File: src/rtl/multimode_state_hash_256_defines.svh
// ----------------------------------------------------------------------------
// multimode_state_hash_256 assertion macros
// Shared property wrappers, clocked on clk and disabled while rst_n is low.
// ----------------------------------------------------------------------------
`ifndef MULTIMODE_STATE_HASH_256_DEFINES_SVH
`define MULTIMODE_STATE_HASH_256_DEFINES_SVH

// Property must hold at every clock edge out of reset.
`define MSH_ASSERT(lbl, prop, msg) \
  lbl: assert property (@(posedge clk) disable iff (!rst_n) (prop)) else $error(msg);

// Condition must never be seen at a clock edge out of reset.
`define MSH_ASSERT_NEVER(lbl, cond, msg) \
  lbl: assert property (@(posedge clk) disable iff (!rst_n) !(cond)) else $error(msg);

`endif

File: src/rtl/msh256_pkg.sv
// ----------------------------------------------------------------------------
// msh256_pkg
// Types, constants and helper functions of the 256-bit multimode state hash.
// ----------------------------------------------------------------------------
`default_nettype none

package msh256_pkg;

  localparam int NUM_LANES  = 8;
  localparam int LANE_W     = 32;
  localparam int LANE_IDX_W = 3;
  localparam int MODE_W     = 3;
  localparam int CFG_ADDR_W = 6;
  localparam int CFG_DATA_W = 64;
  localparam int NUM_SEEDS  = 4;

  // Key finalizer and mixing constants
  localparam logic [31:0] KEY_GOLD     = 32'h9e3779b9;
  localparam logic [31:0] FIN_MUL1     = 32'h7feb352d;
  localparam logic [31:0] FIN_MUL2     = 32'h846ca68b;
  localparam logic [31:0] MIX0_STEP    = 32'h632be59b;
  localparam logic [31:0] MIX2_MUL     = 32'h9e3779b1;
  localparam logic [31:0] MIX3_STEP    = 32'h045d9f3b;
  localparam logic [31:0] RESTART_MARK = 32'h00010001;

  // Mixing modes; the two unused codes fall back to MODE_ADD_ROT
  localparam logic [MODE_W-1:0] MODE_ROT_XOR = 3'd0;
  localparam logic [MODE_W-1:0] MODE_MUL     = 3'd1;
  localparam logic [MODE_W-1:0] MODE_SWAP    = 3'd2;
  localparam logic [MODE_W-1:0] MODE_XOR_KEY = 3'd3;
  localparam logic [MODE_W-1:0] MODE_GATHER  = 3'd4;
  localparam logic [MODE_W-1:0] MODE_ADD_ROT = 3'd5;

  // Register indexes, byte address 8*index
  localparam logic [2:0] REG_MODE    = 3'd0;
  localparam logic [2:0] REG_SEED_01 = 3'd1;
  localparam logic [2:0] REG_SEED_23 = 3'd2;
  localparam logic [2:0] REG_SEED_45 = 3'd3;
  localparam logic [2:0] REG_SEED_67 = 3'd4;

  typedef struct packed {
    logic        kind;
    logic [31:0] word;
  } in_t;

  typedef struct packed {
    logic [63:0] lanes_6_7;
    logic [63:0] lanes_4_5;
    logic [63:0] lanes_2_3;
    logic [63:0] lanes_0_1;
  } out_t;

  typedef struct packed {
    logic                  load_seed;
    logic                  load_sum;
    logic                  mul1;
    logic                  mul2;
    logic                  lane_step;
    logic [LANE_IDX_W-1:0] lane_idx;
    logic                  swap;
    logic                  out_load;
  } cmd_t;

  function automatic logic [31:0] rotl(input logic [31:0] v, input logic [4:0] n);
    logic [63:0] w;
    w = {v, v} << n;
    return w[63:32];
  endfunction

  // c * (mode + 1), a constant times a 4-bit factor
  function automatic logic [31:0] mode_scale(input logic [31:0] c,
                                             input logic [MODE_W-1:0] m);
    logic [3:0] f;
    f = {1'b0, m} + 4'd1;
    return c * {28'd0, f};
  endfunction

endpackage

`default_nettype wire

File: src/rtl/msh256_ctrl.sv
// ----------------------------------------------------------------------------
// msh256_ctrl
// Sequencer: key finalizer steps, eight lane updates, mode 2 swap, result hand-off.
// ----------------------------------------------------------------------------
`default_nettype none

`include "multimode_state_hash_256_defines.svh"

module msh256_ctrl (
  input  logic                          clk,
  input  logic                          rst_n,
  input  logic                          in_valid,
  input  logic                          in_kind,
  output logic                          in_stall,
  input  logic [msh256_pkg::MODE_W-1:0] mode,
  output logic                          out_valid,
  input  logic                          out_stall,
  output msh256_pkg::cmd_t              cmd
);
  import msh256_pkg::*;

  typedef enum logic [2:0] {
    ST_IDLE,
    ST_MUL1,
    ST_MUL2,
    ST_LANE,
    ST_SWAP,
    ST_DONE
  } state_t;

  state_t                state_r, state_nxt;
  logic [LANE_IDX_W-1:0] lane_idx_r, lane_idx_nxt;
  logic                  out_valid_r, out_valid_nxt;
  logic                  accept;

  assign accept    = in_valid && (state_r == ST_IDLE);
  assign in_stall  = (state_r != ST_IDLE);
  assign out_valid = out_valid_r;

  always_comb begin
    cmd           = '0;
    cmd.load_seed = accept && !in_kind;
    cmd.load_sum  = accept && in_kind;
    cmd.mul1      = (state_r == ST_MUL1);
    cmd.mul2      = (state_r == ST_MUL2);
    cmd.lane_step = (state_r == ST_LANE);
    cmd.lane_idx  = lane_idx_r;
    cmd.swap      = (state_r == ST_SWAP);
    cmd.out_load  = (state_r == ST_DONE) && (!out_valid_r || !out_stall);
  end

  always_comb begin
    state_nxt    = state_r;
    lane_idx_nxt = lane_idx_r;
    unique case (state_r)
      ST_IDLE: begin
        if (in_valid) begin
          state_nxt = in_kind ? ST_MUL1 : ST_DONE;
        end
      end
      ST_MUL1: state_nxt = ST_MUL2;
      ST_MUL2: begin
        state_nxt    = ST_LANE;
        lane_idx_nxt = '0;
      end
      ST_LANE: begin
        lane_idx_nxt = lane_idx_r + 1'b1;
        if (lane_idx_r == LANE_IDX_W'(NUM_LANES - 1)) begin
          state_nxt = (mode == MODE_SWAP) ? ST_SWAP : ST_DONE;
        end
      end
      ST_SWAP: state_nxt = ST_DONE;
      ST_DONE: begin
        if (cmd.out_load) begin
          state_nxt = ST_IDLE;
        end
      end
      default: state_nxt = ST_IDLE;
    endcase
  end

  // hold the beat until taken, reload when a new result is ready
  always_comb begin
    out_valid_nxt = out_valid_r;
    if (cmd.out_load) begin
      out_valid_nxt = 1'b1;
    end else if (!out_stall) begin
      out_valid_nxt = 1'b0;
    end
  end

  always_ff @(posedge clk) begin
    if (!rst_n) begin
      state_r     <= ST_IDLE;
      lane_idx_r  <= '0;
      out_valid_r <= 1'b0;
    end else begin
      state_r     <= state_nxt;
      lane_idx_r  <= lane_idx_nxt;
      out_valid_r <= out_valid_nxt;
    end
  end

  `MSH_ASSERT(a_lane_start, (state_r == ST_MUL2) |=> (lane_idx_r == '0), "lane count not cleared")
  `MSH_ASSERT(a_lane_end, (state_r == ST_LANE && lane_idx_r == LANE_IDX_W'(NUM_LANES - 1)) |=> (state_r == ST_SWAP || state_r == ST_DONE), "lane pass did not end after eight lanes")
  `MSH_ASSERT(a_swap_mode, (state_r == ST_SWAP) |-> (mode == MODE_SWAP), "swap outside mode 2")
  `MSH_ASSERT_NEVER(a_no_overwrite, cmd.out_load && out_valid_r && out_stall, "result overwritten while stalled")

endmodule

`default_nettype wire

File: config.mk
export PLATFORM = sky130hd
export DESIGN_NAME = msh256_ctrl
export DESIGN_NICKNAME = d
export VERILOG_FILES = /design/src/rtl/msh256_pkg.sv /design/src/rtl/msh256_ctrl.sv
export VERILOG_INCLUDE_DIRS = /design/src /design/src/rtl
export SDC_FILE = /design/constraint.sdc
export NUM_CORES = 1
export LEC_CHECK = 0
export BUFFER_PORTS_ARGS = -buffer_cell sky130_fd_sc_hd__buf_4
export CAP_MARGIN = 20
export CORE_AREA = 3 3 40 42
export CTS_CLUSTER_DIAMETER = 100
export DETAILED_ROUTE_END_ITERATION = 8
export DIE_AREA = 0 0 43 45
export GPL_ROUTABILITY_DRIVEN = 0
export GPL_TIMING_DRIVEN = 0
export PLACE_DENSITY = 0.58
export SKIP_CTS_REPAIR_TIMING = 1
export SLEW_MARGIN = 30
export SYNTH_ARGS = -nofsm -noshare
export SYNTH_HDL_FRONTEND = slang
export SYNTH_SLANG_ARGS = --single-unit
export TNS_END_PERCENT = 5
File: constraint.sdc
create_clock -name clk -period 4.3 [get_ports clk]
set_clock_uncertainty 0.2 [all_clocks]
set_input_delay 0.215 -clock clk [delete_from_list [all_inputs] [get_ports clk]]
set_output_delay 0.215 -clock clk [all_outputs]
set_load 0.02 [all_outputs]
# Word level (Yosys, flattened, before mapping)
# Index checks and enable logic that the tools add are counted.
[classes]
n_eq_ne = 11
mux = 9
reduce_logical = 12
add_sub_neg = 1
[ops]
columns = ["op", "count"]
rows = [
  ["3-bit case mux with 6 select lines", 1],
  ["3-bit two-way mux", 4],
  ["3-bit by 2-bit equality test with 1-bit output (second input constant)", 3],
  ["3-bit equality test (second input constant)", 3],
  ["3-bit case mux with 2 select lines", 1],
  ["1-bit logical AND", 4],
  ["2-bit by 1-bit != test with 1-bit output (second input constant)", 2],
  ["2-bit != test (second input constant)", 2],
  ["3-bit by 1-bit adder with 3-bit output (second input constant)", 1],
  ["3-bit by 1-bit equality test with 1-bit output (second input constant)", 1],
  ["1-bit zero test", 3],
  ["3-bit zero test", 1],
  ["1-bit two-way mux", 3],
  ["3-bit AND reduction", 1],
  ["3-bit nonzero test", 1],
  ["2-bit nonzero test", 1],
  ["1-bit logical OR", 1],
]
[totals]
word_cells = 36
ff_bits = 7
out_inout_bits = 12
input_bits = 8

# Longest topological paths before layout
[logic_depth]
word_depth = 5
depth_mapped = 4
mapped_depth_nobuf = 4

# Least setup slack after synthesis
# OpenSTA, ideal clock, no wires.
[synth_path]
kind = "register to register"
startpoint = "reg lane_idx_r[0]"
endpoint = "reg state_r[2]"
required_time_ns = 3.978
synth_period_minus_slack_ns = 1.543
path_buffers = 0
path_stages_with_launch = 5
setup_time_ns = 0.122
slack_ns = 2.757
t_arrival_ns = 1.221
path_cell_list = "dfxtp_1 > ha_1 > ha_1 > o32a_1 > o311a_1"
[synth_via]
elab_chain_len = 3
[synth_rtl]
columns = ["element", "line_no", "rtl"]
rows = [
  ["from (decl)", "msh256_ctrl.sv:32", "logic [LANE_IDX_W-1:0] lane_idx_r, lane_idx_nxt;"],
  ["from (signal assigned)", "msh256_ctrl.sv:99", "lane_idx_r <= lane_idx_nxt;"],
  ["3-bit equality test", "msh256_ctrl.sv:68", "if (lane_idx_r == LANE_IDX_W'(NUM_LANES - 1)) begin"],
  ["2-bit by 1-bit != test with 1-bit output (no source line)", "--", ""],
  ["3-bit AND reduction (no source line)", "--", ""],
  ["to (signal assigned)", "msh256_ctrl.sv:98", "state_r <= state_nxt;"],
  ["to (decl)", "msh256_ctrl.sv:31", "state_t state_r, state_nxt;"],
]
# No other way between the ends.
# A chain may end at the register's enable or synchronous reset.

==> impl_metrics.json <==
{
  "status": "complete, no violations",
  "multi_input_area_um2": 251.5,
  "cp_data_arrival_time_ps": 1340,
  "timing.fmax_mhz": 569.4,
  "cp_slowest_stage_delay_ps": 370,
  "ys_ff_latch": 7,
  "hpwl_um": 785.4,
  "max-slew-margin-rel": 0.8477,
  "drt_iter0_drc": 6,
  "die_y_um": 45,
  "synth_cell_type_count": 25,
  "rsz0062_at_grt": "no",
  "track_usage": 0.1201,
  "crit_top_cell": "buf_4",
  "drc": 0,
  "io_pins": 20,
  "path_max_fanout": 10,
  "p_leak_nw": 0.2946,
  "cts_max_level": 1,
  "maxSlewViolCount": 0,
  "port_buffers": 19,
  "path_class": "flip-flop to output port",
  "grt_max_degree": 11,
  "cap_violations": 0,
  "setup_ws_ps": 2544,
  "core-area_mm2": 0.001285,
  "vias": 451,
  "grt_pass1_vias": 390,
  "ant_nets": 0,
  "critPathLaunchType": "flip-flop",
  "finalSetupViolCount": 0,
  "wl_mm": 1.029,
  "setup_tns_ps": 0,
  "grt_pass1_wl_mm": 1.683,
  "cts_made_buffers": 3,
  "critical_path_required_ps": 3880,
  "hold_path.class": "input port to flip-flop",
  "end_kind": "output port",
  "area_delta_synth_final_pct": 43.23,
  "cp_top_family": "buffers and inverters",
  "ys.warnings.count": 0,
  "cp_slowest_cell": "dfxtp_1",
  "tritoncts": "yes",
  "antennaDiodeCount": 0,
  "dp_slack_ps": 2783,
  "avgSynthCellArea_um2": 8.349,
  "nFillCells": 142,
  "seq_area_um2": 140.1,
  "initial_core_util": 0.3379,
  "dieWidth_um": 43,
  "clock_path_buffers": 2,
  "dpl_cell_area_um2": 595.6,
  "netlist_area_um2": 434.2,
  "crit_chain": "buf_2 -> nand3b_1 -> a21oi_1 -> buf_4 -> buf_4",
  "grt-ovfl-total": 0,
  "irDropWorstVdd_uv": 184.1,
  "final.period_utilization": 0.4084,
  "synth_nets": 62,
  "drt_first_pass_iters": 4,
  "clock_latency_ps": 260,
  "worst-path-buf-inv": 3,
  "fin_area_um2": 621.8,
  "wl_per_cell_um": 11.43,
  "die_area_mm2": 0.001935,
  "rows": 13,
  "fin_crit_ps": 1756,
  "syn_inst": 52,
  "clock-sinks": 7,
  "ctsRootBufferMaster": "clkbuf_4",
  "antenna_found_initial": 0,
  "hold_viol_final": 0,
  "nets": 86,
  "worstMarginPinSlew_ps": 227.2,
  "via_per_inst": 5.011,
  "seq_area_frac_synth": 0.3228,
  "powerDensity_mw_per_mm2": 406.4,
  "drive_gt1_frac": 0.4133,
  "reg2reg_setup_slack_ps": 2760,
  "clkSlewWorstSetupHoldPaths_ps": 50
}
==> cell usage after synthesis <==
cell | number | area [um^2]
and3_1 | 1 | 6.260
a21boi_1 | 5 | 37.54
buf_4 | 1 | 7.510
dfxtp_1 | 7 | 140.1
a21oi_1 | 1 | 5.000
o211ai_1 | 1 | 7.510
a31oi_1 | 2 | 12.51
nand3_1 | 3 | 15.01
buf_6 | 2 | 22.52
ha_1 | 2 | 25.02
inv_2 | 2 | 7.510
nand2b_1 | 2 | 12.51
o21ai_0 | 2 | 10.01
nor3b_1 | 1 | 7.510
o311a_1 | 1 | 10.01
and2b_4 | 1 | 10.01
nor3_1 | 3 | 15.01
a22o_2 | 1 | 10.01
o32a_1 | 1 | 10.01
nor2_1 | 3 | 11.26
nor3_2 | 1 | 10.01
or3_1 | 1 | 6.260
buf_2 | 1 | 5.000
nand3b_1 | 1 | 7.510
nand2_1 | 6 | 22.52
==> routing by layer <==
metal	global-route usage	share of wire	vias up
met3	0.05976	0.090	2
li1	-	-	235
met1	0.1429	0.43	197
met2	0.1916	0.46	17
met5	0	0	-
met4	0.03614	0.011	0
==> cell families (layout without fill, tap and decap cells) <==
group / after synthesis / after routing / synth area share
simple gates: 23 / 23 / 0.2853
compound gates: 14 / 14 / 0.2363
flops: 7 / 7 / 0.3228
buf+inv: 6 / 29 / 0.09798
fa+ha+maj: 2 / 2 / 0.05763
==> registers in the layout (all words and copies together), names as in the netlist <==
register / count
lane_idx_r: 3
state_r: 3
out_valid: 1
==> where the power goes <==
| group | internal, W | switching, W |
|---|---|---|
| Combinational | 0.0000522 | 0.0000592 |
| Clock | 0.0000356 | 0.0000270 |
| Sequential | 0.0000720 | 0.00000673 |
| Total | 0.000160 | 0.0000929 |
==> final timing paths <==
kind,cells past startpoint,endpoint,start
hold / removal,3,out_valid$_SDFFE_PN0P_,out_stall
setup reg to reg,4,state_r[2]$_SDFFE_PN0P_,lane_idx_r[0]$_SDFFE_PN0P_
hold reg to reg,2,lane_idx_r[1]$_SDFFE_PN0P_,lane_idx_r[1]$_SDFFE_PN0P_
setup / recovery,5,cmd[0],state_r[0]$_SDFFE_PN0P_
==> final cells by class <==
class | count | area share
inverters | 2 | 0.01207
plain buffers | 4 | 0.05634
repair buffers | 19 | 0.2294
well taps | 15 | 0.03018
flip-flops and latches | 7 | 0.2254
multi-input cells | 39 | 0.4044
clock buffers | 4 | 0.04225
==> tightest hold or removal path, stage by stage <==
cell	delay [ps]
buf_4	120
nand2_1	60
a21boi_1	50
==> through the flow <==
stage               total power [W]  std cells  hold slack [ps]    util
detailed placement        0.0001923         86            267.4  0.4635
CTS                       0.0002562         90            28.12  0.4839
global route              0.0002717         90            30.87  0.4839
global placement          0.0001930         86            266.0  0.4635
floorplan                 0.0001544         52            146.2       -
finish                    0.0002527         90            30.76  0.4839
==> placed cells by master (no fill, tap or decap), types with 3 or more instances in the layout <==
cell	count
clkbuf_4	3
a21boi_1	5
nand3_1	3
dfxtp_1	7
nand2_1	6
buf_4	20
nor2_1	3
nor3_1	3
No activity file was read; power rests on OpenSTA's default activity.
